--- config.mk ---
export PLATFORM = sky130hd
export DESIGN_NAME = rkp_div6
export DESIGN_NICKNAME = d
export VERILOG_FILES = /design/src/rtl/rkp_pkg.sv /design/src/rtl/rkp_div6.sv
export SDC_FILE = /design/constraint.sdc
export NUM_CORES = 2
export LEC_CHECK = 0
export ABC_CLOCK_PERIOD_IN_PS = 11040
export BUFFER_PORTS_ARGS = -buffer_cell sky130_fd_sc_hd__buf_4
export CORE_MARGIN = 2
export CORE_UTILIZATION = 59
export CTS_CLUSTER_DIAMETER = 150
export CTS_CLUSTER_SIZE = 40
export DETAILED_ROUTE_END_ITERATION = 7
export PLACE_DENSITY = 0.79
export SETUP_SLACK_MARGIN = 0.15
export SYNTH_ARGS = -nofsm -noshare
export SYNTH_HDL_FRONTEND = slang
export SYNTH_SLANG_ARGS = --single-unit
--- constraint.sdc ---
create_clock -name clk -period 11.04 [get_ports clk]
set_input_delay 0.552 -clock clk [delete_from_list [all_inputs] [get_ports clk]]
set_output_delay 0.552 -clock clk [all_outputs]
set_load 0.02 [all_outputs]
--- src/rtl/rkp_pkg.sv ---
package rkp_pkg;

  localparam int FRAC_BITS = 40;

  // Height threshold, round(0.0001 * 2^FRAC_BITS)
  localparam logic [63:0] ONE_FX = 64'd1 << FRAC_BITS;
  localparam logic [63:0] THRESH = (ONE_FX + 64'd5000) / 64'd10000;

  localparam logic [62:0] DRAG_RST     = 63'd10995116278;
  localparam logic [62:0] FRICTION_RST = 63'd25879;
  localparam logic [62:0] GRAVITY_RST  = 63'd10775214952205;
  localparam logic [62:0] STEP_RST     = 63'd109951163;

  localparam logic [63:0] SMAX = 64'h7fff_ffff_ffff_ffff;
  localparam logic [63:0] SMIN = 64'h8000_0000_0000_0000;

  // Micro-operations
  typedef enum logic [3:0] {
    U_BLD, U_BLAND, U_CALL, U_RET, U_ADD, U_SUB, U_LOAD, U_MUL,
    U_MULH, U_SQ, U_SQA, U_SQRT, U_R6, U_DONE, U_DONEL
  } uop_t;

  typedef logic [6:0] pc_t;
  typedef logic [4:0] rsel_t;

  // Operand and destination codes: below 16 is a scratch entry
  localparam rsel_t R_UX   = 5'd0;
  localparam rsel_t R_UY   = 5'd1;
  localparam rsel_t R_S    = 5'd2;
  localparam rsel_t R_T    = 5'd3;
  localparam rsel_t R_A    = 5'd4;
  localparam rsel_t R_KX   = 5'd5;
  localparam rsel_t R_KY   = 5'd6;
  localparam rsel_t R_SKX  = 5'd7;
  localparam rsel_t R_SKY  = 5'd8;
  localparam rsel_t R_SPX  = 5'd9;
  localparam rsel_t R_SPY  = 5'd10;
  localparam rsel_t R_X    = 5'd16;
  localparam rsel_t R_Y    = 5'd17;
  localparam rsel_t R_VX   = 5'd18;
  localparam rsel_t R_VY   = 5'd19;
  localparam rsel_t R_D    = 5'd20;
  localparam rsel_t R_MU   = 5'd21;
  localparam rsel_t R_G    = 5'd22;
  localparam rsel_t R_H    = 5'd23;
  localparam rsel_t R_ZERO = 5'd24;

  localparam pc_t L_LOAD = 7'd57;
  localparam pc_t L_LAND = 7'd59;
  localparam pc_t L_ACC  = 7'd60;

  typedef struct packed {
    uop_t  op;
    rsel_t src_a;
    rsel_t src_b;
    rsel_t dst;
    pc_t   tgt;
  } ctl_t;

  typedef enum logic [1:0] {S_IDLE, S_FETCH, S_EXEC, S_WAIT} seq_state_t;

  typedef struct packed {
    logic start;
    logic is_load;
    logic at_ground;
    logic unit_done;
    logic out_free;
  } seq_in_t;

  typedef struct packed {
    ctl_t ctl;
    logic issue;
    logic wr_en;
    logic done;
    logic idle;
  } seq_out_t;

  function automatic logic [63:0] mag(input logic [63:0] v);
    mag = v[63] ? 64'(64'd0 - v) : v;
  endfunction

  function automatic ctl_t mk(input uop_t op, input rsel_t a, input rsel_t b,
                              input rsel_t d, input pc_t t);
    ctl_t w;
    w.op = op;
    w.src_a = a;
    w.src_b = b;
    w.dst = d;
    w.tgt = t;
    mk = w;
  endfunction

  // Microprogram: a load, a landed report or one RK4 step, with the acceleration as a subroutine
  function automatic ctl_t rom_word(input pc_t pc);
    ctl_t w;
    case (pc)
      7'd0:  w = mk(U_BLD,   R_ZERO, R_ZERO, R_ZERO, L_LOAD);
      7'd1:  w = mk(U_BLAND, R_ZERO, R_ZERO, R_ZERO, L_LAND);
      7'd2:  w = mk(U_ADD,   R_VX,   R_ZERO, R_UX,   7'd0);
      7'd3:  w = mk(U_ADD,   R_VY,   R_ZERO, R_UY,   7'd0);
      7'd4:  w = mk(U_CALL,  R_ZERO, R_ZERO, R_ZERO, L_ACC);
      7'd5:  w = mk(U_ADD,   R_KX,   R_ZERO, R_SKX,  7'd0);
      7'd6:  w = mk(U_ADD,   R_KY,   R_ZERO, R_SKY,  7'd0);
      7'd7:  w = mk(U_ADD,   R_VX,   R_ZERO, R_SPX,  7'd0);
      7'd8:  w = mk(U_ADD,   R_VY,   R_ZERO, R_SPY,  7'd0);
      7'd9:  w = mk(U_MULH,  R_H,    R_KX,   R_A,    7'd0);
      7'd10: w = mk(U_ADD,   R_VX,   R_A,    R_UX,   7'd0);
      7'd11: w = mk(U_MULH,  R_H,    R_KY,   R_A,    7'd0);
      7'd12: w = mk(U_ADD,   R_VY,   R_A,    R_UY,   7'd0);
      7'd13: w = mk(U_CALL,  R_ZERO, R_ZERO, R_ZERO, L_ACC);
      7'd14: w = mk(U_ADD,   R_KX,   R_KX,   R_A,    7'd0);
      7'd15: w = mk(U_ADD,   R_SKX,  R_A,    R_SKX,  7'd0);
      7'd16: w = mk(U_ADD,   R_KY,   R_KY,   R_A,    7'd0);
      7'd17: w = mk(U_ADD,   R_SKY,  R_A,    R_SKY,  7'd0);
      7'd18: w = mk(U_ADD,   R_UX,   R_UX,   R_A,    7'd0);
      7'd19: w = mk(U_ADD,   R_SPX,  R_A,    R_SPX,  7'd0);
      7'd20: w = mk(U_ADD,   R_UY,   R_UY,   R_A,    7'd0);
      7'd21: w = mk(U_ADD,   R_SPY,  R_A,    R_SPY,  7'd0);
      7'd22: w = mk(U_MULH,  R_H,    R_KX,   R_A,    7'd0);
      7'd23: w = mk(U_ADD,   R_VX,   R_A,    R_UX,   7'd0);
      7'd24: w = mk(U_MULH,  R_H,    R_KY,   R_A,    7'd0);
      7'd25: w = mk(U_ADD,   R_VY,   R_A,    R_UY,   7'd0);
      7'd26: w = mk(U_CALL,  R_ZERO, R_ZERO, R_ZERO, L_ACC);
      7'd27: w = mk(U_ADD,   R_KX,   R_KX,   R_A,    7'd0);
      7'd28: w = mk(U_ADD,   R_SKX,  R_A,    R_SKX,  7'd0);
      7'd29: w = mk(U_ADD,   R_KY,   R_KY,   R_A,    7'd0);
      7'd30: w = mk(U_ADD,   R_SKY,  R_A,    R_SKY,  7'd0);
      7'd31: w = mk(U_ADD,   R_UX,   R_UX,   R_A,    7'd0);
      7'd32: w = mk(U_ADD,   R_SPX,  R_A,    R_SPX,  7'd0);
      7'd33: w = mk(U_ADD,   R_UY,   R_UY,   R_A,    7'd0);
      7'd34: w = mk(U_ADD,   R_SPY,  R_A,    R_SPY,  7'd0);
      7'd35: w = mk(U_MUL,   R_H,    R_KX,   R_A,    7'd0);
      7'd36: w = mk(U_ADD,   R_VX,   R_A,    R_UX,   7'd0);
      7'd37: w = mk(U_MUL,   R_H,    R_KY,   R_A,    7'd0);
      7'd38: w = mk(U_ADD,   R_VY,   R_A,    R_UY,   7'd0);
      7'd39: w = mk(U_CALL,  R_ZERO, R_ZERO, R_ZERO, L_ACC);
      7'd40: w = mk(U_ADD,   R_SKX,  R_KX,   R_SKX,  7'd0);
      7'd41: w = mk(U_ADD,   R_SKY,  R_KY,   R_SKY,  7'd0);
      7'd42: w = mk(U_ADD,   R_SPX,  R_UX,   R_SPX,  7'd0);
      7'd43: w = mk(U_ADD,   R_SPY,  R_UY,   R_SPY,  7'd0);
      7'd44: w = mk(U_MUL,   R_H,    R_SKX,  R_A,    7'd0);
      7'd45: w = mk(U_R6,    R_A,    R_ZERO, R_A,    7'd0);
      7'd46: w = mk(U_ADD,   R_VX,   R_A,    R_VX,   7'd0);
      7'd47: w = mk(U_MUL,   R_H,    R_SKY,  R_A,    7'd0);
      7'd48: w = mk(U_R6,    R_A,    R_ZERO, R_A,    7'd0);
      7'd49: w = mk(U_ADD,   R_VY,   R_A,    R_VY,   7'd0);
      7'd50: w = mk(U_MUL,   R_H,    R_SPX,  R_A,    7'd0);
      7'd51: w = mk(U_R6,    R_A,    R_ZERO, R_A,    7'd0);
      7'd52: w = mk(U_ADD,   R_X,    R_A,    R_X,    7'd0);
      7'd53: w = mk(U_MUL,   R_H,    R_SPY,  R_A,    7'd0);
      7'd54: w = mk(U_R6,    R_A,    R_ZERO, R_A,    7'd0);
      7'd55: w = mk(U_ADD,   R_Y,    R_A,    R_Y,    7'd0);
      7'd56: w = mk(U_DONE,  R_ZERO, R_ZERO, R_ZERO, 7'd0);
      7'd57: w = mk(U_LOAD,  R_ZERO, R_ZERO, R_ZERO, 7'd0);
      7'd58: w = mk(U_DONE,  R_ZERO, R_ZERO, R_ZERO, 7'd0);
      7'd59: w = mk(U_DONEL, R_ZERO, R_ZERO, R_ZERO, 7'd0);
      // acceleration of (UX, UY) into (KX, KY)
      7'd60: w = mk(U_SQ,    R_UX,   R_UX,   R_ZERO, 7'd0);
      7'd61: w = mk(U_SQA,   R_UY,   R_UY,   R_ZERO, 7'd0);
      7'd62: w = mk(U_SQRT,  R_ZERO, R_ZERO, R_S,    7'd0);
      7'd63: w = mk(U_MUL,   R_S,    R_UX,   R_T,    7'd0);
      7'd64: w = mk(U_MUL,   R_D,    R_T,    R_T,    7'd0);
      7'd65: w = mk(U_SUB,   R_ZERO, R_T,    R_T,    7'd0);
      7'd66: w = mk(U_MUL,   R_MU,   R_UX,   R_A,    7'd0);
      7'd67: w = mk(U_SUB,   R_T,    R_A,    R_KX,   7'd0);
      7'd68: w = mk(U_MUL,   R_S,    R_UY,   R_T,    7'd0);
      7'd69: w = mk(U_MUL,   R_D,    R_T,    R_T,    7'd0);
      7'd70: w = mk(U_SUB,   R_ZERO, R_G,    R_A,    7'd0);
      7'd71: w = mk(U_SUB,   R_A,    R_T,    R_T,    7'd0);
      7'd72: w = mk(U_MUL,   R_MU,   R_UY,   R_A,    7'd0);
      7'd73: w = mk(U_SUB,   R_T,    R_A,    R_KY,   7'd0);
      7'd74: w = mk(U_RET,   R_ZERO, R_ZERO, R_ZERO, 7'd0);
      default: w = mk(U_DONE, R_ZERO, R_ZERO, R_ZERO, 7'd0);
    endcase
    rom_word = w;
  endfunction

endpackage

--- src/rtl/rkp_div6.sv ---
module rkp_div6 (
  input  logic        clk,
  input  logic        rst_n,
  input  logic        start,
  input  logic [63:0] a,
  output logic [63:0] res,
  output logic        done
);

  // ceil(2^66 / 6): floor(m / 6) is the product shifted down by 66
  localparam logic [63:0] RECIP6 = 64'haaaa_aaaa_aaaa_aaab;

  logic [63:0]  m_r, q_r, res_r;
  logic [127:0] acc_r;
  logic [2:0]   cnt_r;
  logic         neg_r, busy_r, done_r;
  logic [31:0]  pa, pb;
  logic [63:0]  pp;
  logic [1:0]   hs;
  logic [127:0] term;
  logic [63:0]  rem, qq;

  // One 32x32 partial product of the magnitude and the reciprocal per cycle
  always_comb begin
    pa = cnt_r[0] ? m_r[63:32] : m_r[31:0];
    pb = cnt_r[1] ? RECIP6[63:32] : RECIP6[31:0];
    pp = {32'd0, pa} * {32'd0, pb};
    hs = {1'b0, cnt_r[0]} + {1'b0, cnt_r[1]};
    term = {64'd0, pp} << {hs, 5'd0};
  end

  // Remainder from the quotient, round half away from zero
  always_comb begin
    rem = m_r - ((q_r << 2) + (q_r << 1));
    qq = q_r + {63'd0, rem >= 64'd3};
  end

  always_ff @(posedge clk) begin
    if (!rst_n) begin
      busy_r <= 1'b0;
      done_r <= 1'b0;
      cnt_r <= 3'd0;
    end else begin
      done_r <= 1'b0;
      if (start) begin
        busy_r <= 1'b1;
        cnt_r <= 3'd0;
      end else if (busy_r) begin
        if (cnt_r == 3'd5) begin
          busy_r <= 1'b0;
          done_r <= 1'b1;
        end else begin
          cnt_r <= cnt_r + 3'd1;
        end
      end
    end
  end

  // Accumulate, take the quotient, then round and restore the sign
  always_ff @(posedge clk) begin
    if (start) begin
      m_r <= rkp_pkg::mag(a);
      neg_r <= a[63];
      acc_r <= '0;
    end else if (busy_r) begin
      if (cnt_r == 3'd5) begin
        res_r <= neg_r ? 64'(64'd0 - qq) : qq;
      end else if (cnt_r == 3'd4) begin
        q_r <= {2'b00, acc_r[127:66]};
      end else begin
        acc_r <= acc_r + term;
      end
    end
  end

  assign res = res_r;
  assign done = done_r;

endmodule

==> impl_metrics.ini <==
[cells_and_area]
drive_above_1_share = 0.266
fin_cells = 7560
syn2layout_area_growth_pct = 28.4
nFillCells = 5545
nNetsFinal = 7602
design_area_mm2 = 0.0603

[timing]
fin_skew_ns = 0.0812
maxSlewHeadroom = 0.180
tightestPinTransition_ns = 1.22
hold_viol_final = 0
fin_ws_ns = -0.273
post-route-period-util = 1.02
fmax_ghz = 0.0884
drv_slew = 0
finalCriticalPeriod_ns = 11.31
setup_violations = 15
setup_tns_ns = -2.37
rsz0062_at_grt = true

[placement]
gp_congestion = 1.08
port_buffers = 131
hpwl_um = 154000
place_ws_ns = -1.10
placed_area_mm2 = 0.0562
dp_cells = 7420

[floorplanning]
die_w_um = 286
dieArea_mm2 = 0.0819
num_rows = 103
die_y_um = 286
initial_core_util = 0.595
design.core.area_mm2 = 0.0789
pin_count = 132

[grt]
grt_pass1_wl_um = 273000
grtUsageTotal = 0.443
antenna_found_initial = 2
overflow = 0
grt_max_degree = 108
first_global_vias = 44685

[synth]
yosysMostFrequentCell = inv_1
async_flop_share = 0
yosys_register_bits = 324
synth.distinct_cells = 75
syn_area_per_cell_um2 = 8.65
yosysSeqAreaShare = 0.179
yosysTopAreaCellShare = 0.179
yosys.area.top_type = fa_1
synth_ff_type = edfxtp_1
yosysWarnings = 0
synth_cells = 5431
yosys-top-cells-count = 707 x inv_1, 614 x ha_1, 535 x nand2_1
synth-edff-count = 191
synthesis.area_mm2 = 0.0470
syn_nets = 6532
synth_top_cells_by_area = fa_1 18%, ha_1 16%, edfxtp_1 12%, dfxtp_1 5.7%, inv_1 5.7%

[critical_path]
r2r_start = cnt_r[0]
cp-start-kind = flip-flop
slowest_delay_ns = 0.56
end_kind = flip-flop
crit_fanout = 5
slowest_stage = fa_1
worstPathRequired_ns = 11.55
worstPathArrival_ns = 11.82
critPathLaunch = cnt_r[0]
critical_path_class = reg -> reg
cpMostUsedCell = buf_4

[routing]
final_antenna_net_count = 0
wl_per_cell_um = 24.8
avgViaCountPerCell = 6.17
drc = 0
vias = 46661
drtPass1Iterations = 8
drt_iter0_markers = 5429
drt-total-wl_um = 187000

[cts]
cts_tree = yes
path_clk_slew_ns = 0.16
clock_latency_ns = 0.59
clkSinkCount = 324
cts_buffers = 14
cts-root-buf = clkbuf_16
htree_levels = 1
cts_max_path_buffers = 3
hold_buffers = 0

[hold_path]
min_path_type = in -> reg
hp-start = a[0]

[flow_run]
drv_cap = 0

[status]
status = finished with violations
violations = setup timing
## per-stage QoR
stage / util / hold slack (ns)
2_1_floorplan: - / 0.417
3_5_place_dp: 0.713 / 0.449
4_1_cts: 0.747 / 0.177
3_3_place_gp: 0.713 / 0.441
5_1_grt: 0.764 / 0.177
6_report: 0.765 / 0.187
## final cells by class
| type | count | area, um^2 | share of cell area |
|---|---|---|---|
| Clock buffer | 17 | 404 | 0.00670 |
| Sequential cell | 324 | 8400 | 0.139 |
| Antenna cell | 1 | 2.50 | 0.0000415 |
| Inverter | 707 | 2680 | 0.0444 |
| Clock inverter | 7 | 120 | 0.00199 |
| Timing Repair Buffer | 1255 | 9740 | 0.162 |
| Multi-Input combinational cell | 4199 | 37600 | 0.624 |
| Tap cell | 1050 | 1310 | 0.0218 |
## path summary, 6_finish.rpt
check,slack [ns],to,cells after the start
worst max register to register,-0.27,acc_r[122],50
worst max-delay path,-0.27,acc_r[122],50
worst min register to register,0.47,acc_r[17],2
worst min-delay path,0.19,m_r[0],1
## cell families after synthesis
family | after synthesis | synth area share
AND/OR/NAND/NOR | 1407 | 0.143
AO/OA/AOI/OAI | 1262 | 0.168
adder cells (fa/ha/maj) | 1034 | 0.343
XOR/XNOR | 435 | 0.0811
flip-flops | 324 | 0.179
buffers and inverters | 908 | 0.0726
multiplexers | 61 | 0.0136
## layer usage
layer  GRT usage  part of all wire  up-vias
li1            -                 -    20721
met2       0.658              0.42     2920
met1       0.602              0.39    22430
met5           0          0.000069        -
met3       0.119              0.12      588
met4       0.209             0.062        2
## registers in the layout, indices dropped and copies added, names as in the netlist
| signal | count |
|---|---|
| busy_r | 1 |
| neg_r | 1 |
| m_r | 64 |
| done | 1 |
| q_r | 62 |
| cnt_r | 3 |
| res | 64 |
| acc_r | 128 |
## critical path: cells and delay by family, from the launching register on
family | cells | cell delay [ns]
mux | 1 | 0.32
simple gates | 5 | 0.99
fa+ha+maj | 8 | 3.48
flops | 1 | 0.44
buf+inv | 17 | 2.26
xor+xnor | 1 | 0.16
compound gates | 18 | 3.58
## cells in the final DEF (no fill, tap or decap), types with 23 or more instances in the layout
cell type  netlist  final
nand2b_1        45     40
xor2_1         137    127
nand4_1        112    112
fa_2             0     34
buf_6            0     39
nor3_1          57     52
edfxtp_1       191    191
fa_1           420    386
o21ai_0        259    216
and2_1          79     68
nor2b_1         32     32
o31ai_1         48     40
a31oi_1         37     27
ha_1           614    525
a21oi_1        413    377
and3_1          34     33
o211ai_1        23     23
nand3_1         79     77
nand2_1        535    519
nor2_1         297    276
inv_1          707    657
inv_2            0     43
buf_4            0   1201
or4_1           26     24
a21o_1         175    175
o21ai_1          2     26
o22ai_1         38     37
or3_1           24     24
o21a_1          38     38
xnor2_1        298    284
ha_4             0     68
o21bai_1        66     63
dfxtp_1        133    132
a21oi_2          0     34
## what timing repair did
action / CTS / global route
setup buffers: 66 / 48
endpoints found under the setup margin: 69 / 76
resized for setup: 321 / 237
pin swaps: 181 / 152
cloned: 1 / 0
Power is left out: the tool's default activity adds up to more than one toggle a clock period on the data nets, which glitch-free logic cannot reach.
