### src/rtl/rkp_pkg.sv
package rkp_pkg;

  localparam int FRAC_BITS = 40;

  // Height threshold, round(0.0001 * 2^FRAC_BITS)
  localparam logic [63:0] ONE_FX = 64'd1 << FRAC_BITS;
  localparam logic [63:0] THRESH = (ONE_FX + 64'd5000) / 64'd10000;

  localparam logic [62:0] DRAG_RST     = 63'd10995116278;
  localparam logic [62:0] FRICTION_RST = 63'd25879;
  localparam logic [62:0] GRAVITY_RST  = 63'd10775214952205;
  localparam logic [62:0] STEP_RST     = 63'd109951163;

  localparam logic [63:0] SMAX = 64'h7fff_ffff_ffff_ffff;
  localparam logic [63:0] SMIN = 64'h8000_0000_0000_0000;

  // Micro-operations
  typedef enum logic [3:0] {
    U_BLD, U_BLAND, U_CALL, U_RET, U_ADD, U_SUB, U_LOAD, U_MUL,
    U_MULH, U_SQ, U_SQA, U_SQRT, U_R6, U_DONE, U_DONEL
  } uop_t;

  typedef logic [6:0] pc_t;
  typedef logic [4:0] rsel_t;

  // Operand and destination codes: below 16 is a scratch entry
  localparam rsel_t R_UX   = 5'd0;
  localparam rsel_t R_UY   = 5'd1;
  localparam rsel_t R_S    = 5'd2;
  localparam rsel_t R_T    = 5'd3;
  localparam rsel_t R_A    = 5'd4;
  localparam rsel_t R_KX   = 5'd5;
  localparam rsel_t R_KY   = 5'd6;
  localparam rsel_t R_SKX  = 5'd7;
  localparam rsel_t R_SKY  = 5'd8;
  localparam rsel_t R_SPX  = 5'd9;
  localparam rsel_t R_SPY  = 5'd10;
  localparam rsel_t R_X    = 5'd16;
  localparam rsel_t R_Y    = 5'd17;
  localparam rsel_t R_VX   = 5'd18;
  localparam rsel_t R_VY   = 5'd19;
  localparam rsel_t R_D    = 5'd20;
  localparam rsel_t R_MU   = 5'd21;
  localparam rsel_t R_G    = 5'd22;
  localparam rsel_t R_H    = 5'd23;
  localparam rsel_t R_ZERO = 5'd24;

  localparam pc_t L_LOAD = 7'd57;
  localparam pc_t L_LAND = 7'd59;
  localparam pc_t L_ACC  = 7'd60;

  typedef struct packed {
    uop_t  op;
    rsel_t src_a;
    rsel_t src_b;
    rsel_t dst;
    pc_t   tgt;
  } ctl_t;

  typedef enum logic [1:0] {S_IDLE, S_FETCH, S_EXEC, S_WAIT} seq_state_t;

  typedef struct packed {
    logic start;
    logic is_load;
    logic at_ground;
    logic unit_done;
    logic out_free;
  } seq_in_t;

  typedef struct packed {
    ctl_t ctl;
    logic issue;
    logic wr_en;
    logic done;
    logic idle;
  } seq_out_t;

  function automatic logic [63:0] mag(input logic [63:0] v);
    mag = v[63] ? 64'(64'd0 - v) : v;
  endfunction

  function automatic ctl_t mk(input uop_t op, input rsel_t a, input rsel_t b,
                              input rsel_t d, input pc_t t);
    ctl_t w;
    w.op = op;
    w.src_a = a;
    w.src_b = b;
    w.dst = d;
    w.tgt = t;
    mk = w;
  endfunction

  // Microprogram: a load, a landed report or one RK4 step, with the acceleration as a subroutine
  function automatic ctl_t rom_word(input pc_t pc);
    ctl_t w;
    case (pc)
      7'd0:  w = mk(U_BLD,   R_ZERO, R_ZERO, R_ZERO, L_LOAD);
      7'd1:  w = mk(U_BLAND, R_ZERO, R_ZERO, R_ZERO, L_LAND);
      7'd2:  w = mk(U_ADD,   R_VX,   R_ZERO, R_UX,   7'd0);
      7'd3:  w = mk(U_ADD,   R_VY,   R_ZERO, R_UY,   7'd0);
      7'd4:  w = mk(U_CALL,  R_ZERO, R_ZERO, R_ZERO, L_ACC);
      7'd5:  w = mk(U_ADD,   R_KX,   R_ZERO, R_SKX,  7'd0);
      7'd6:  w = mk(U_ADD,   R_KY,   R_ZERO, R_SKY,  7'd0);
      7'd7:  w = mk(U_ADD,   R_VX,   R_ZERO, R_SPX,  7'd0);
      7'd8:  w = mk(U_ADD,   R_VY,   R_ZERO, R_SPY,  7'd0);
      7'd9:  w = mk(U_MULH,  R_H,    R_KX,   R_A,    7'd0);
      7'd10: w = mk(U_ADD,   R_VX,   R_A,    R_UX,   7'd0);
      7'd11: w = mk(U_MULH,  R_H,    R_KY,   R_A,    7'd0);
      7'd12: w = mk(U_ADD,   R_VY,   R_A,    R_UY,   7'd0);
      7'd13: w = mk(U_CALL,  R_ZERO, R_ZERO, R_ZERO, L_ACC);
      7'd14: w = mk(U_ADD,   R_KX,   R_KX,   R_A,    7'd0);
      7'd15: w = mk(U_ADD,   R_SKX,  R_A,    R_SKX,  7'd0);
      7'd16: w = mk(U_ADD,   R_KY,   R_KY,   R_A,    7'd0);
      7'd17: w = mk(U_ADD,   R_SKY,  R_A,    R_SKY,  7'd0);
      7'd18: w = mk(U_ADD,   R_UX,   R_UX,   R_A,    7'd0);
      7'd19: w = mk(U_ADD,   R_SPX,  R_A,    R_SPX,  7'd0);
      7'd20: w = mk(U_ADD,   R_UY,   R_UY,   R_A,    7'd0);
      7'd21: w = mk(U_ADD,   R_SPY,  R_A,    R_SPY,  7'd0);
      7'd22: w = mk(U_MULH,  R_H,    R_KX,   R_A,    7'd0);
      7'd23: w = mk(U_ADD,   R_VX,   R_A,    R_UX,   7'd0);
      7'd24: w = mk(U_MULH,  R_H,    R_KY,   R_A,    7'd0);
      7'd25: w = mk(U_ADD,   R_VY,   R_A,    R_UY,   7'd0);
      7'd26: w = mk(U_CALL,  R_ZERO, R_ZERO, R_ZERO, L_ACC);
      7'd27: w = mk(U_ADD,   R_KX,   R_KX,   R_A,    7'd0);
      7'd28: w = mk(U_ADD,   R_SKX,  R_A,    R_SKX,  7'd0);
      7'd29: w = mk(U_ADD,   R_KY,   R_KY,   R_A,    7'd0);
      7'd30: w = mk(U_ADD,   R_SKY,  R_A,    R_SKY,  7'd0);
      7'd31: w = mk(U_ADD,   R_UX,   R_UX,   R_A,    7'd0);
      7'd32: w = mk(U_ADD,   R_SPX,  R_A,    R_SPX,  7'd0);
      7'd33: w = mk(U_ADD,   R_UY,   R_UY,   R_A,    7'd0);
      7'd34: w = mk(U_ADD,   R_SPY,  R_A,    R_SPY,  7'd0);
      7'd35: w = mk(U_MUL,   R_H,    R_KX,   R_A,    7'd0);
      7'd36: w = mk(U_ADD,   R_VX,   R_A,    R_UX,   7'd0);
      7'd37: w = mk(U_MUL,   R_H,    R_KY,   R_A,    7'd0);
      7'd38: w = mk(U_ADD,   R_VY,   R_A,    R_UY,   7'd0);
      7'd39: w = mk(U_CALL,  R_ZERO, R_ZERO, R_ZERO, L_ACC);
      7'd40: w = mk(U_ADD,   R_SKX,  R_KX,   R_SKX,  7'd0);
      7'd41: w = mk(U_ADD,   R_SKY,  R_KY,   R_SKY,  7'd0);
      7'd42: w = mk(U_ADD,   R_SPX,  R_UX,   R_SPX,  7'd0);
      7'd43: w = mk(U_ADD,   R_SPY,  R_UY,   R_SPY,  7'd0);
      7'd44: w = mk(U_MUL,   R_H,    R_SKX,  R_A,    7'd0);
      7'd45: w = mk(U_R6,    R_A,    R_ZERO, R_A,    7'd0);
      7'd46: w = mk(U_ADD,   R_VX,   R_A,    R_VX,   7'd0);
      7'd47: w = mk(U_MUL,   R_H,    R_SKY,  R_A,    7'd0);
      7'd48: w = mk(U_R6,    R_A,    R_ZERO, R_A,    7'd0);
      7'd49: w = mk(U_ADD,   R_VY,   R_A,    R_VY,   7'd0);
      7'd50: w = mk(U_MUL,   R_H,    R_SPX,  R_A,    7'd0);
      7'd51: w = mk(U_R6,    R_A,    R_ZERO, R_A,    7'd0);
      7'd52: w = mk(U_ADD,   R_X,    R_A,    R_X,    7'd0);
      7'd53: w = mk(U_MUL,   R_H,    R_SPY,  R_A,    7'd0);
      7'd54: w = mk(U_R6,    R_A,    R_ZERO, R_A,    7'd0);
      7'd55: w = mk(U_ADD,   R_Y,    R_A,    R_Y,    7'd0);
      7'd56: w = mk(U_DONE,  R_ZERO, R_ZERO, R_ZERO, 7'd0);
      7'd57: w = mk(U_LOAD,  R_ZERO, R_ZERO, R_ZERO, 7'd0);
      7'd58: w = mk(U_DONE,  R_ZERO, R_ZERO, R_ZERO, 7'd0);
      7'd59: w = mk(U_DONEL, R_ZERO, R_ZERO, R_ZERO, 7'd0);
      // acceleration of (UX, UY) into (KX, KY)
      7'd60: w = mk(U_SQ,    R_UX,   R_UX,   R_ZERO, 7'd0);
      7'd61: w = mk(U_SQA,   R_UY,   R_UY,   R_ZERO, 7'd0);
      7'd62: w = mk(U_SQRT,  R_ZERO, R_ZERO, R_S,    7'd0);
      7'd63: w = mk(U_MUL,   R_S,    R_UX,   R_T,    7'd0);
      7'd64: w = mk(U_MUL,   R_D,    R_T,    R_T,    7'd0);
      7'd65: w = mk(U_SUB,   R_ZERO, R_T,    R_T,    7'd0);
      7'd66: w = mk(U_MUL,   R_MU,   R_UX,   R_A,    7'd0);
      7'd67: w = mk(U_SUB,   R_T,    R_A,    R_KX,   7'd0);
      7'd68: w = mk(U_MUL,   R_S,    R_UY,   R_T,    7'd0);
      7'd69: w = mk(U_MUL,   R_D,    R_T,    R_T,    7'd0);
      7'd70: w = mk(U_SUB,   R_ZERO, R_G,    R_A,    7'd0);
      7'd71: w = mk(U_SUB,   R_A,    R_T,    R_T,    7'd0);
      7'd72: w = mk(U_MUL,   R_MU,   R_UY,   R_A,    7'd0);
      7'd73: w = mk(U_SUB,   R_T,    R_A,    R_KY,   7'd0);
      7'd74: w = mk(U_RET,   R_ZERO, R_ZERO, R_ZERO, 7'd0);
      default: w = mk(U_DONE, R_ZERO, R_ZERO, R_ZERO, 7'd0);
    endcase
    rom_word = w;
  endfunction

endpackage

### src/rtl/rkp_mul.sv
module rkp_mul (
  input  logic        clk,
  input  logic        rst_n,
  input  logic        start,
  input  logic [63:0] a,
  input  logic [63:0] b,
  input  logic        half,
  output logic [63:0] res,
  output logic [127:0] prod,
  output logic        done
);

  localparam logic [128:0] RND0 = 129'd1 << (rkp_pkg::FRAC_BITS - 1);
  localparam logic [128:0] RND1 = 129'd1 << rkp_pkg::FRAC_BITS;

  logic [63:0]  am_r, bm_r, res_r;
  logic [127:0] acc_r;
  logic         neg_r, half_r, busy_r, done_r;
  logic [2:0]   cnt_r;
  logic [31:0]  pa, pb;
  logic [63:0]  pp;
  logic [1:0]   hs;
  logic [127:0] term;
  logic [128:0] total, qf;
  logic [63:0]  lim, q, rnd_res;

  // One 32x32 partial product per cycle
  always_comb begin
    pa = cnt_r[0] ? am_r[63:32] : am_r[31:0];
    pb = cnt_r[1] ? bm_r[63:32] : bm_r[31:0];
    pp = {32'd0, pa} * {32'd0, pb};
    hs = {1'b0, cnt_r[0]} + {1'b0, cnt_r[1]};
    term = {64'd0, pp} << {hs, 5'd0};
  end

  // Round half away from zero, saturate, restore sign
  always_comb begin
    total = {1'b0, acc_r} + (half_r ? RND1 : RND0);
    qf = half_r ? (total >> (rkp_pkg::FRAC_BITS + 1)) : (total >> rkp_pkg::FRAC_BITS);
    lim = neg_r ? rkp_pkg::SMIN : rkp_pkg::SMAX;
    q = ((|qf[128:64]) || (qf[63:0] > lim)) ? lim : qf[63:0];
    rnd_res = neg_r ? 64'(64'd0 - q) : q;
  end

  always_ff @(posedge clk) begin
    if (!rst_n) begin
      busy_r <= 1'b0;
      done_r <= 1'b0;
      cnt_r <= 3'd0;
    end else begin
      done_r <= 1'b0;
      if (start) begin
        busy_r <= 1'b1;
        cnt_r <= 3'd0;
      end else if (busy_r) begin
        if (cnt_r == 3'd4) begin
          busy_r <= 1'b0;
          done_r <= 1'b1;
        end else begin
          cnt_r <= cnt_r + 3'd1;
        end
      end
    end
  end

  // Operand and accumulator payload
  always_ff @(posedge clk) begin
    if (start) begin
      am_r <= rkp_pkg::mag(a);
      bm_r <= rkp_pkg::mag(b);
      neg_r <= a[63] ^ b[63];
      half_r <= half;
      acc_r <= '0;
    end else if (busy_r) begin
      if (cnt_r == 3'd4) begin
        res_r <= rnd_res;
      end else begin
        acc_r <= acc_r + term;
      end
    end
  end

  assign res = res_r;
  assign prod = acc_r;
  assign done = done_r;

endmodule

### config.mk
export PLATFORM = sky130hd
export DESIGN_NAME = rkp_mul
export DESIGN_NICKNAME = d
export VERILOG_FILES = /design/src/rtl/rkp_pkg.sv /design/src/rtl/rkp_mul.sv
export SDC_FILE = /design/constraint.sdc
export NUM_CORES = 2
export LEC_CHECK = 0
export ABC_AREA = 1
export ABC_CLOCK_PERIOD_IN_PS = 11000
export BUFFER_PORTS_ARGS = -buffer_cell sky130_fd_sc_hd__buf_4
export CAP_MARGIN = 0
export CORE_MARGIN = 4
export CORE_UTILIZATION = 40
export DETAILED_ROUTE_END_ITERATION = 6
export GPL_ROUTABILITY_DRIVEN = 0
export PLACE_DENSITY = 0.56
export RECOVER_POWER = 100
export SETUP_SLACK_MARGIN = 0.1
export SKIP_CTS_REPAIR_TIMING = 1
export SLEW_MARGIN = 30
export SYNTH_ARGS = -nofsm -noshare
export SYNTH_HDL_FRONTEND = slang
export SYNTH_SLANG_ARGS = --single-unit
### constraint.sdc
create_clock -name clk -period 11 [get_ports clk]
set_input_delay 3.3 -clock clk [delete_from_list [all_inputs] [get_ports clk]]
set_output_delay 3.3 -clock clk [all_outputs]
set_load 0.01 [all_outputs]
==> results.yml <==
die:
  rows: 149
  start_util_pct: 40.26
  dieWidth_microns: 415.7
  die_height_microns: 415.7
  core_region_area_sq_mm: 0.1652
  die-area_sq_mm: 0.1728
  io_pins: 325
clock_tree:
  h-tree-depth: 2
  cts_sinks: 327
  clockBufferDepth: 3
  cts-buffers-inserted: 43
  clk_latency_ns: 0.66
  clockRootBuffer: "clkbuf_16"
  cts_tree: "yes"
  clkSlewWorstSetupHoldPaths_ns: 0.06
synth:
  synth-async-reset-ratio_pct: 0
  synthTopCellsByArea: "fa_1, inv_1, nor2_1"
  synth.largest_area_cell: "fa_1"
  ys_warn_count: 0
  syn-cell-area_sq_mm: 0.06650
  synth_cells: 9421
  syn_avg_cell_area_sq_um: 7.059
  ys.flop_type: "edfxtp_1"
  ys_seq_area_share_pct: 12.76
  synth-edff-count: 194
  synth.top_cell.area_share_pct: 27.03
  synth-seq-cells: 327
  synth.net_count: 10910
  synthDistinctLibCells: 61
finish:
  stdcell_count: 12840
  area_delta_synth_final_pct: 24.43
  fin_util_pct: 50.10
  layout.nets: 12100
  drive_above_1_share_pct: 16.75
  fillers: 16630
drt:
  vias: 69630
  wire_per_inst_microns: 22.65
  drc_errors: 4
  via_per_inst: 5.424
  drtAntennaViolNets: 0
  first_pass_iters: 7
  drt_first_iter_violations: 8229
  wl_mm: 290.8
sta:
  slew_headroom_pct: -161.3
  finClkSkew_ns: 0.04159
  hold_viol: 0
  period_needed_ns: 10.71
  worst_pin_slew_ns: 3.920
  slew_viol_final: 552
  rsz0062_at_grt: "true"
  whs_ns: 0.5124
  min_period_over_period_pct: 97.40
  tns_ns: 0
  fmax_mhz: 93.34
  setup-violations-final: 0
worst_setup_path:
  critPathMaxStageDelay_ns: 0.60
  crit_type: "flip-flop to flip-flop"
  cp_common_cell: "inv_1"
  end_kind: "flip-flop"
  cpMaxStageDelayCell: "fa_1"
  cp-start-kind: "flip-flop"
  worst_ep_arrival_time_ns: 11.30
  crit_path_max_fanout: 15
  required_ns: 11.59
grt:
  grt_pass1_wl_mm: 422.9
  grt_pass1_vias: 67500
  antenna_found_initial: 5
  grt_max_degree: 99
  overflow: 0
  track_usage_pct: 32.32
outcome:
  violations: "design-rule violations, max-capacitance violations, max-slew violations"
  status: "complete, but fails checks"
run:
  cap_viol_max_count: 10
placement:
  placedCellCount: 12650
  portBuffers: 324
  place_hpwl_mm: 241.1
worst_hold_path:
  hold_path.class: "flip-flop to flip-flop"
-- synthesized netlist by cell type, drive strengths merged, types with 2 or more instances --
cell type / number
a221oi: 3
o211ai: 18
o221ai: 11
nand4: 117
o22ai: 9
nand3: 254
a31oi: 96
o311ai: 6
or2: 91
o21a: 32
o21bai: 19
a21oi: 476
a31o: 3
a41oi: 2
nor3: 78
o2111ai: 6
nor4: 34
nor2: 1698
xor2: 239
xnor2: 101
and3: 3
buf: 45
edfxtp: 194
clkbuf: 244
a21o: 17
mux2: 2
nand3b: 16
mux2i: 12
ha: 460
dfxtp: 133
fa: 898
nand2: 1665
o21ai: 494
a21boi: 11
nor3b: 2
inv: 1872
a211oi: 5
o31ai: 10
clkinv: 34
and2: 4
-- per-stage QoR --
| stage | cell area, sq um | setup WS [ns] |
|---|---|---|
| global route | 82750 | -0.1291 |
| floorplan | 66500 | 0.9752 |
| detailed placement | 79210 | -0.3555 |
| finish | 82750 | 0.2860 |
| CTS | 80670 | -0.3636 |
| global placement | 79210 | -0.1912 |
-- routing by layer --
layer  GRT usage [%]  up-vias  part of all wire (%)
li1                -    31480                     -
met1           46.07    33520                    42
met2           46.67     3960                    40
met3           7.650      661                    13
met4           13.75        2                   5.5
met5               0        -                0.0055
-- state kept, by name, indices dropped and copies added, names as in the netlist, 3 cells and up --
name / cells
am_r: 64
bm_r: 64
cnt_r: 3
prod: 128
res: 64
-- cell type report --
class	instances	area [sq um]	area share, %
multi-input cells	6899	51310	62.01
repair buffers	1437	11540	13.95
flip-flops and latches	327	8491	10.26
inverters	1906	7202	8.703
well taps	2189	2739	3.310
clock buffers	60	1236	1.494
clock inverters	19	230.2	0.2782
diodes	1	2.502	0.003024
-- worst max-delay path, delay by kind of cell, from the launching register on --
| family | cells | cell delay (ns) |
|---|---|---|
| buffers and inverters | 21 | 2.48 |
| xor gates and xnor gates | 2 | 0.55 |
| DFF | 1 | 0.33 |
| AOI/OAI and AO/OA | 8 | 1.11 |
| and+or+nand+nor | 9 | 1.53 |
| adders and majority gates | 10 | 4.67 |
-- final timing paths --
path,cells past startpoint,slack (ns),startpoint,to
worst min register to register,2,0.51,prod[103]$_SDFFE_PP0P_,prod[103]$_SDFFE_PP0P_
worst min-delay path,2,0.51,prod[103]$_SDFFE_PP0P_,prod[103]$_SDFFE_PP0P_
worst max-delay path,50,0.29,cnt_r[0]$_SDFFE_PP0P_,prod[85]$_SDFFE_PP0P_
worst max register to register,50,0.29,cnt_r[0]$_SDFFE_PP0P_,prod[85]$_SDFFE_PP0P_
-- placed cells by master (no fill, tap or decap), types with 15 or more instances in the layout --
master	Yosys	routed
ha_4	0	18
inv_2	9	32
a21o_1	17	17
o211ai_1	18	18
or2_2	91	86
a31oi_1	96	85
clkinv_1	34	23
ha_1	460	436
o21ai_1	53	47
buf_4	1	1076
o21ai_2	4	57
fa_2	0	26
buf_12	0	93
nor2_1	1669	1628
inv_1	1863	1837
xnor2_1	101	96
nand2_2	11	32
o21ai_4	0	15
edfxtp_1	194	194
clkbuf_16	0	61
xor2_1	239	236
nor2_2	21	54
nand3_1	249	242
o21ai_0	437	375
clkbuf_1	244	226
buf_6	5	24
nor4_1	34	25
nand3b_1	16	16
nor2_4	7	15
nand2_1	1653	1631
nor3_1	77	73
clkinvlp_4	0	15
nand4_1	117	117
fa_1	898	872
o21bai_1	19	19
a21oi_2	0	58
dfxtp_1	133	131
o21a_1	32	32
a21oi_1	476	414
-- logic make-up after synthesis --
kind of cell / synth area share, %
AOI/OAI and AO/OA: 10.05
DFF: 12.76
xor gates and xnor gates: 4.478
adders and majority gates: 35.69
and+or+nand+nor: 24.33
muxes: 0.2145
buffers and inverters: 12.48
Power is left out: the tool's default activity adds up to more than one toggle a clock period on the data nets, which glitch-free logic cannot reach.
