<file path="config.mk">
export PLATFORM = sky130hd
export DESIGN_NAME = rkp_seq
export DESIGN_NICKNAME = d
export VERILOG_FILES = /design/src/rtl/rkp_pkg.sv /design/src/rtl/rkp_seq.sv
export SDC_FILE = /design/constraint.sdc
export NUM_CORES = 1
export LEC_CHECK = 0
export BUFFER_PORTS_ARGS = -buffer_cell sky130_fd_sc_hd__clkbuf_2
export CORE_MARGIN = 2
export CORE_UTILIZATION = 61
export DETAILED_ROUTE_END_ITERATION = 8
export PLACE_DENSITY = 0.91
export SYNTH_ARGS = -nofsm -noshare
export SYNTH_HDL_FRONTEND = slang
export SYNTH_SLANG_ARGS = --single-unit
export TNS_END_PERCENT = 50
</file>
<file path="constraint.sdc">
create_clock -name clk -period 4 [get_ports clk]
set_input_delay 0.6 -clock clk [delete_from_list [all_inputs] [get_ports clk]]
set_output_delay 0.6 -clock clk [all_outputs]
set_load 0.01 [all_outputs]
</file>
<file path="src/rtl/rkp_pkg.sv">
package rkp_pkg;

  localparam int FRAC_BITS = 40;

  // Height threshold, round(0.0001 * 2^FRAC_BITS)
  localparam logic [63:0] ONE_FX = 64'd1 << FRAC_BITS;
  localparam logic [63:0] THRESH = (ONE_FX + 64'd5000) / 64'd10000;

  localparam logic [62:0] DRAG_RST     = 63'd10995116278;
  localparam logic [62:0] FRICTION_RST = 63'd25879;
  localparam logic [62:0] GRAVITY_RST  = 63'd10775214952205;
  localparam logic [62:0] STEP_RST     = 63'd109951163;

  localparam logic [63:0] SMAX = 64'h7fff_ffff_ffff_ffff;
  localparam logic [63:0] SMIN = 64'h8000_0000_0000_0000;

  // Micro-operations
  typedef enum logic [3:0] {
    U_BLD, U_BLAND, U_CALL, U_RET, U_ADD, U_SUB, U_LOAD, U_MUL,
    U_MULH, U_SQ, U_SQA, U_SQRT, U_R6, U_DONE, U_DONEL
  } uop_t;

  typedef logic [6:0] pc_t;
  typedef logic [4:0] rsel_t;

  // Operand and destination codes: below 16 is a scratch entry
  localparam rsel_t R_UX   = 5'd0;
  localparam rsel_t R_UY   = 5'd1;
  localparam rsel_t R_S    = 5'd2;
  localparam rsel_t R_T    = 5'd3;
  localparam rsel_t R_A    = 5'd4;
  localparam rsel_t R_KX   = 5'd5;
  localparam rsel_t R_KY   = 5'd6;
  localparam rsel_t R_SKX  = 5'd7;
  localparam rsel_t R_SKY  = 5'd8;
  localparam rsel_t R_SPX  = 5'd9;
  localparam rsel_t R_SPY  = 5'd10;
  localparam rsel_t R_X    = 5'd16;
  localparam rsel_t R_Y    = 5'd17;
  localparam rsel_t R_VX   = 5'd18;
  localparam rsel_t R_VY   = 5'd19;
  localparam rsel_t R_D    = 5'd20;
  localparam rsel_t R_MU   = 5'd21;
  localparam rsel_t R_G    = 5'd22;
  localparam rsel_t R_H    = 5'd23;
  localparam rsel_t R_ZERO = 5'd24;

  localparam pc_t L_LOAD = 7'd57;
  localparam pc_t L_LAND = 7'd59;
  localparam pc_t L_ACC  = 7'd60;

  typedef struct packed {
    uop_t  op;
    rsel_t src_a;
    rsel_t src_b;
    rsel_t dst;
    pc_t   tgt;
  } ctl_t;

  typedef enum logic [1:0] {S_IDLE, S_FETCH, S_EXEC, S_WAIT} seq_state_t;

  typedef struct packed {
    logic start;
    logic is_load;
    logic at_ground;
    logic unit_done;
    logic out_free;
  } seq_in_t;

  typedef struct packed {
    ctl_t ctl;
    logic issue;
    logic wr_en;
    logic done;
    logic idle;
  } seq_out_t;

  function automatic logic [63:0] mag(input logic [63:0] v);
    mag = v[63] ? 64'(64'd0 - v) : v;
  endfunction

  function automatic ctl_t mk(input uop_t op, input rsel_t a, input rsel_t b,
                              input rsel_t d, input pc_t t);
    ctl_t w;
    w.op = op;
    w.src_a = a;
    w.src_b = b;
    w.dst = d;
    w.tgt = t;
    mk = w;
  endfunction

  // Microprogram: a load, a landed report or one RK4 step, with the acceleration as a subroutine
  function automatic ctl_t rom_word(input pc_t pc);
    ctl_t w;
    case (pc)
      7'd0:  w = mk(U_BLD,   R_ZERO, R_ZERO, R_ZERO, L_LOAD);
      7'd1:  w = mk(U_BLAND, R_ZERO, R_ZERO, R_ZERO, L_LAND);
      7'd2:  w = mk(U_ADD,   R_VX,   R_ZERO, R_UX,   7'd0);
      7'd3:  w = mk(U_ADD,   R_VY,   R_ZERO, R_UY,   7'd0);
      7'd4:  w = mk(U_CALL,  R_ZERO, R_ZERO, R_ZERO, L_ACC);
      7'd5:  w = mk(U_ADD,   R_KX,   R_ZERO, R_SKX,  7'd0);
      7'd6:  w = mk(U_ADD,   R_KY,   R_ZERO, R_SKY,  7'd0);
      7'd7:  w = mk(U_ADD,   R_VX,   R_ZERO, R_SPX,  7'd0);
      7'd8:  w = mk(U_ADD,   R_VY,   R_ZERO, R_SPY,  7'd0);
      7'd9:  w = mk(U_MULH,  R_H,    R_KX,   R_A,    7'd0);
      7'd10: w = mk(U_ADD,   R_VX,   R_A,    R_UX,   7'd0);
      7'd11: w = mk(U_MULH,  R_H,    R_KY,   R_A,    7'd0);
      7'd12: w = mk(U_ADD,   R_VY,   R_A,    R_UY,   7'd0);
      7'd13: w = mk(U_CALL,  R_ZERO, R_ZERO, R_ZERO, L_ACC);
      7'd14: w = mk(U_ADD,   R_KX,   R_KX,   R_A,    7'd0);
      7'd15: w = mk(U_ADD,   R_SKX,  R_A,    R_SKX,  7'd0);
      7'd16: w = mk(U_ADD,   R_KY,   R_KY,   R_A,    7'd0);
      7'd17: w = mk(U_ADD,   R_SKY,  R_A,    R_SKY,  7'd0);
      7'd18: w = mk(U_ADD,   R_UX,   R_UX,   R_A,    7'd0);
      7'd19: w = mk(U_ADD,   R_SPX,  R_A,    R_SPX,  7'd0);
      7'd20: w = mk(U_ADD,   R_UY,   R_UY,   R_A,    7'd0);
      7'd21: w = mk(U_ADD,   R_SPY,  R_A,    R_SPY,  7'd0);
      7'd22: w = mk(U_MULH,  R_H,    R_KX,   R_A,    7'd0);
      7'd23: w = mk(U_ADD,   R_VX,   R_A,    R_UX,   7'd0);
      7'd24: w = mk(U_MULH,  R_H,    R_KY,   R_A,    7'd0);
      7'd25: w = mk(U_ADD,   R_VY,   R_A,    R_UY,   7'd0);
      7'd26: w = mk(U_CALL,  R_ZERO, R_ZERO, R_ZERO, L_ACC);
      7'd27: w = mk(U_ADD,   R_KX,   R_KX,   R_A,    7'd0);
      7'd28: w = mk(U_ADD,   R_SKX,  R_A,    R_SKX,  7'd0);
      7'd29: w = mk(U_ADD,   R_KY,   R_KY,   R_A,    7'd0);
      7'd30: w = mk(U_ADD,   R_SKY,  R_A,    R_SKY,  7'd0);
      7'd31: w = mk(U_ADD,   R_UX,   R_UX,   R_A,    7'd0);
      7'd32: w = mk(U_ADD,   R_SPX,  R_A,    R_SPX,  7'd0);
      7'd33: w = mk(U_ADD,   R_UY,   R_UY,   R_A,    7'd0);
      7'd34: w = mk(U_ADD,   R_SPY,  R_A,    R_SPY,  7'd0);
      7'd35: w = mk(U_MUL,   R_H,    R_KX,   R_A,    7'd0);
      7'd36: w = mk(U_ADD,   R_VX,   R_A,    R_UX,   7'd0);
      7'd37: w = mk(U_MUL,   R_H,    R_KY,   R_A,    7'd0);
      7'd38: w = mk(U_ADD,   R_VY,   R_A,    R_UY,   7'd0);
      7'd39: w = mk(U_CALL,  R_ZERO, R_ZERO, R_ZERO, L_ACC);
      7'd40: w = mk(U_ADD,   R_SKX,  R_KX,   R_SKX,  7'd0);
      7'd41: w = mk(U_ADD,   R_SKY,  R_KY,   R_SKY,  7'd0);
      7'd42: w = mk(U_ADD,   R_SPX,  R_UX,   R_SPX,  7'd0);
      7'd43: w = mk(U_ADD,   R_SPY,  R_UY,   R_SPY,  7'd0);
      7'd44: w = mk(U_MUL,   R_H,    R_SKX,  R_A,    7'd0);
      7'd45: w = mk(U_R6,    R_A,    R_ZERO, R_A,    7'd0);
      7'd46: w = mk(U_ADD,   R_VX,   R_A,    R_VX,   7'd0);
      7'd47: w = mk(U_MUL,   R_H,    R_SKY,  R_A,    7'd0);
      7'd48: w = mk(U_R6,    R_A,    R_ZERO, R_A,    7'd0);
      7'd49: w = mk(U_ADD,   R_VY,   R_A,    R_VY,   7'd0);
      7'd50: w = mk(U_MUL,   R_H,    R_SPX,  R_A,    7'd0);
      7'd51: w = mk(U_R6,    R_A,    R_ZERO, R_A,    7'd0);
      7'd52: w = mk(U_ADD,   R_X,    R_A,    R_X,    7'd0);
      7'd53: w = mk(U_MUL,   R_H,    R_SPY,  R_A,    7'd0);
      7'd54: w = mk(U_R6,    R_A,    R_ZERO, R_A,    7'd0);
      7'd55: w = mk(U_ADD,   R_Y,    R_A,    R_Y,    7'd0);
      7'd56: w = mk(U_DONE,  R_ZERO, R_ZERO, R_ZERO, 7'd0);
      7'd57: w = mk(U_LOAD,  R_ZERO, R_ZERO, R_ZERO, 7'd0);
      7'd58: w = mk(U_DONE,  R_ZERO, R_ZERO, R_ZERO, 7'd0);
      7'd59: w = mk(U_DONEL, R_ZERO, R_ZERO, R_ZERO, 7'd0);
      // acceleration of (UX, UY) into (KX, KY)
      7'd60: w = mk(U_SQ,    R_UX,   R_UX,   R_ZERO, 7'd0);
      7'd61: w = mk(U_SQA,   R_UY,   R_UY,   R_ZERO, 7'd0);
      7'd62: w = mk(U_SQRT,  R_ZERO, R_ZERO, R_S,    7'd0);
      7'd63: w = mk(U_MUL,   R_S,    R_UX,   R_T,    7'd0);
      7'd64: w = mk(U_MUL,   R_D,    R_T,    R_T,    7'd0);
      7'd65: w = mk(U_SUB,   R_ZERO, R_T,    R_T,    7'd0);
      7'd66: w = mk(U_MUL,   R_MU,   R_UX,   R_A,    7'd0);
      7'd67: w = mk(U_SUB,   R_T,    R_A,    R_KX,   7'd0);
      7'd68: w = mk(U_MUL,   R_S,    R_UY,   R_T,    7'd0);
      7'd69: w = mk(U_MUL,   R_D,    R_T,    R_T,    7'd0);
      7'd70: w = mk(U_SUB,   R_ZERO, R_G,    R_A,    7'd0);
      7'd71: w = mk(U_SUB,   R_A,    R_T,    R_T,    7'd0);
      7'd72: w = mk(U_MUL,   R_MU,   R_UY,   R_A,    7'd0);
      7'd73: w = mk(U_SUB,   R_T,    R_A,    R_KY,   7'd0);
      7'd74: w = mk(U_RET,   R_ZERO, R_ZERO, R_ZERO, 7'd0);
      default: w = mk(U_DONE, R_ZERO, R_ZERO, R_ZERO, 7'd0);
    endcase
    rom_word = w;
  endfunction

endpackage

</file>
<file path="src/rtl/rkp_seq.sv">
module rkp_seq (
  input  logic             clk,
  input  logic             rst_n,
  input  rkp_pkg::seq_in_t si,
  output rkp_pkg::seq_out_t so
);

  rkp_pkg::seq_state_t state_r, state_nxt;
  rkp_pkg::pc_t        pc_r, pc_nxt, link_r, link_nxt;
  rkp_pkg::ctl_t       ctl;
  logic                is_unit, is_alu, is_done;

  assign ctl = rkp_pkg::rom_word(pc_r);

  always_comb begin
    is_unit = ctl.op inside {rkp_pkg::U_MUL, rkp_pkg::U_MULH, rkp_pkg::U_SQ,
                             rkp_pkg::U_SQA, rkp_pkg::U_SQRT, rkp_pkg::U_R6};
    is_alu = ctl.op inside {rkp_pkg::U_ADD, rkp_pkg::U_SUB, rkp_pkg::U_LOAD};
    is_done = ctl.op inside {rkp_pkg::U_DONE, rkp_pkg::U_DONEL};
  end

  // Next state, program counter and return link
  always_comb begin
    state_nxt = state_r;
    pc_nxt = pc_r;
    link_nxt = link_r;
    case (state_r)
      rkp_pkg::S_IDLE: begin
        if (si.start) begin
          state_nxt = rkp_pkg::S_FETCH;
          pc_nxt = '0;
        end
      end
      rkp_pkg::S_FETCH: state_nxt = rkp_pkg::S_EXEC;
      rkp_pkg::S_EXEC: begin
        state_nxt = rkp_pkg::S_FETCH;
        case (ctl.op)
          rkp_pkg::U_BLD: pc_nxt = si.is_load ? ctl.tgt : 7'(pc_r + 7'd1);
          rkp_pkg::U_BLAND: pc_nxt = si.at_ground ? ctl.tgt : 7'(pc_r + 7'd1);
          rkp_pkg::U_CALL: begin
            link_nxt = 7'(pc_r + 7'd1);
            pc_nxt = ctl.tgt;
          end
          rkp_pkg::U_RET: pc_nxt = link_r;
          default: begin
            if (is_unit) begin
              state_nxt = rkp_pkg::S_WAIT;
            end else if (is_done) begin
              state_nxt = si.out_free ? rkp_pkg::S_IDLE : rkp_pkg::S_EXEC;
            end else begin
              pc_nxt = 7'(pc_r + 7'd1);
            end
          end
        endcase
      end
      rkp_pkg::S_WAIT: begin
        if (si.unit_done) begin
          state_nxt = rkp_pkg::S_FETCH;
          pc_nxt = 7'(pc_r + 7'd1);
        end
      end
      default: state_nxt = rkp_pkg::S_IDLE;
    endcase
  end

  // Control outputs
  always_comb begin
    so.ctl = ctl;
    so.idle = (state_r == rkp_pkg::S_IDLE);
    so.issue = (state_r == rkp_pkg::S_EXEC) && is_unit;
    so.wr_en = ((state_r == rkp_pkg::S_EXEC) && is_alu) ||
               ((state_r == rkp_pkg::S_WAIT) && si.unit_done);
    so.done = (state_r == rkp_pkg::S_EXEC) && is_done && si.out_free;
  end

  always_ff @(posedge clk) begin
    if (!rst_n) begin
      state_r <= rkp_pkg::S_IDLE;
      pc_r <= '0;
      link_r <= '0;
    end else begin
      state_r <= state_nxt;
      pc_r <= pc_nxt;
      link_r <= link_nxt;
    end
  end

endmodule

</file>
==> summary.txt <==
Floorplanning
  • IO Pins: 37
  • Initial core utilization: 0.6361
  • Chip width: 85.84 um
  • Die area: 0.007368 sq mm
  • CORE AREA: 0.006422 sq mm
  • Die Y: 85.84 um
  • Rows: 29

Timing
  • Clock Skews: 0.01082 ns
  • Slew Viols, Final: 0
  • Tightest Pin Transition: 1.108 ns
  • TNS Setup: 0 ns
  • Crit path time final: 3.803 ns
  • Max Freq: 262.9 MHz
  • RSZ-0062 raised after global routing: no
  • Tcrit/Tclk final: 0.9509
  • Final setup fails: 0
  • Slew HR: 0.2549
  • Final Hold Fails: 0

Placement
  • Placed insts: 642
  • RD Place Congestion: 1.113
  • IO Port Bufs: 35
  • Post-DP Area: 0.004332 sq mm
  • HPWL Detailed: 11.05 mm

Worst setup path
  • WS Path Type: reg -> reg
  • Critical path endpoint category: flop
  • Arr. time, crit path: 3.99 ns
  • Critical Path Start Type: flop
  • WP data required: 4.18 ns
  • Worst-path maximum fanout: 10

Clocking
  • H-tree levels: 2
  • Reg clk slew, reported paths: 0.09 ns
  • Clock buffer depth: 2
  • TritonCTS clock tree: built
  • Root Driver: clkbuf_8
  • Total CTS buffers: 5
  • Clk sinks: 39
  • Hold_buf cts: 0
  • Clk_lat worst skew: 0.32 ns

Route
  • Vias: 4842
  • Vias per inst: 7.438
  • DR pass1 iterations: 9
  • Routed Antenna Nets: 0
  • Drt drc: 5
  • Final wirelength: 15.40 mm
  • 1st-iter DRT viols: 913
  • WL per Instance: 23.66 um

Finish
  • Non-Filler Instances: 651
  • Layout cells sized above 1: 0.2091
  • FF+latch area: 780.7 sq um
  • Final Util: 0.6900
  • Net count, final: 599
  • Fill cells: 558
  • Antenna cells: 0
  • Multi-input gate area: 0.002924 sq mm
  • Final Cell Area: 0.004432 sq mm
  • Layout area overhead: 8.484%

Status
  • Outcome: finished, violations left
  • Violations in the final reports: DRC

Synth
  • Post-Syn Area: 0.004085 sq mm
  • Synth warn: 0
  • Number of synthesized flops with an enable pin: 0
  • Share of synthesized area occupied by flip-flops and latches: 0.1911
  • Post-synth ARST share: 0
  • Syn Inst Count: 546
  • Avg Cell Area, Syn: 7.482 sq um
  • Synth unique cells: 86
  • Synthesized Nets: 572
  • Ys flop type: dfxtp_1
  • #FFs+latches synth: 39

Pwr
  • Static leakage: 1.779 nW
  • Pwr per Cell Area: 347.0 mW/mm^2
  • Worst vdd ir: 223.9 uV

Global routing
  • Vias in the first global route: 4294
  • Gr usage total: 0.4180
  • Gr ovfl total: 0
  • Pin count of the biggest net entering global routing: 43
  • First-pass GRT wire length: 23.87 mm
  • Initial antenna violation count: 1

Hold path
  • Hold WC Path Type: reg -> reg

Flow run
  • Max_cap viols: 0
[cells in the mapped netlist, types with 8 or more instances]
cell      instances  share of area
inv_1            16          0.015
nor2_1           47          0.043
buf_2            14          0.017
dfxtp_1          39           0.19
o211ai_1         12          0.022
clkbuf_1         18          0.017
a211oi_1         13          0.024
o21ai_0          41          0.050
mux2i_1           9          0.022
buf_6             8          0.022
nand2_1          54          0.050
a31oi_1          16          0.025
nand3_1          20          0.025
nor3_1           14          0.017
buf_4             9          0.017
a21oi_1          41          0.050
ha_1             19          0.058
[metal layers]
layer / wire (um) / vias up / global-route usage
met5: 13 / - / 0
met1: 6178 / 2210 / 0.5901
met2: 6053 / 434 / 0.5767
li1: - / 2106 / -
met4: 709 / 2 / 0.1818
met3: 2449 / 90 / 0.1367
[kinds of logic (layout without fill, tap and decap cells)]
kind of cell	count (synthesis)	after routing	share of synthesized area
multiplexers	14	14	0.03951
other	1	1	0.0009180
XOR/XNOR	6	6	0.01287
AO/OA/AOI/OAI	207	207	0.3648
AND/OR/NAND/NOR	188	188	0.2380
adder cells (fa/ha/maj)	19	19	0.05819
buffers and inverters	72	100	0.09464
flip-flops	39	39	0.1911
[stage by stage]
stage / total power, mW / worst slack (ns) / hold WS [ns]
floorplan: 0.9688 / 0.7036 / 0.4608
global placement: 1.196 / 0.2560 / 0.4769
detailed placement: 1.199 / 0.1569 / 0.4930
CTS: 1.495 / 0.1214 / 0.5078
global route: 1.601 / 0.03914 / 0.5383
finish: 1.538 / 0.1966 / 0.5077
[final timing paths]
| kind | slack [ns] | endpoint | startpoint | depth (start not counted) |
|---|---|---|---|---|
| setup reg to reg | 0.20 | ctl[10] | state_r[0] | 13 |
| hold / removal | 0.51 | link_r[4] | link_r[4] | 2 |
| hold reg to reg | 0.51 | link_r[4] | link_r[4] | 2 |
| setup / recovery | 0.20 | ctl[10] | state_r[0] | 13 |
[layout make-up]
class | count | share of cell area
clock buffers | 5 | 0.01553
clock inverters | 3 | 0.005364
inverters | 22 | 0.01976
multi-input cells | 435 | 0.6598
flip-flops and latches | 39 | 0.1762
well taps | 77 | 0.02174
repair buffers | 70 | 0.1016
[registers in the layout, indices dropped and copies added (netlist names)]
name and flops:
link_r 7, ctl 23, state_r 2, pc_r 7
[where the power goes]
part / internal, mW / switching [mW]
registers: 0.438 / 0.0508
clock network: 0.125 / 0.179
logic: 0.260 / 0.484
total: 0.823 / 0.714
[repair_timing]
action                                  4_1_cts  5_1_grt
gates resized for setup                       0        0
endpoints found under the setup margin        0        6
setup buffers                                 0        1
[worst max-delay path: stages (launching register included)]
cell       delay [ns]
dfxtp_1          0.36
inv_1            0.10
ha_1             0.23
nor3b_4          0.44
o221a_2          0.26
o21ai_0          0.13
and3_4           0.23
nor3_4           0.30
inv_2            0.18
ha_1             0.34
nand3_1          0.29
o21ai_0          0.15
a2111oi_0        0.54
nor4_1           0.11
[layout by cell type, fill, tap and decap left out, types with 5 or more instances in the layout]
master	n
clkbuf_2	35
ha_1	19
a211o_1	5
or3_1	7
a211oi_1	13
inv_1	16
buf_4	34
a221oi_1	7
a31oi_1	16
nor2_1	47
nand2_1	54
o211ai_1	12
clkbuf_8	5
mux2i_1	9
a22oi_1	5
nor3_1	14
nor4_1	6
inv_2	5
nand3_1	20
dfxtp_1	39
a21oi_1	41
o2bb2ai_1	5
o211a_1	5
and3_1	7
o21ai_0	41
(Power assumes the default switching activity.)
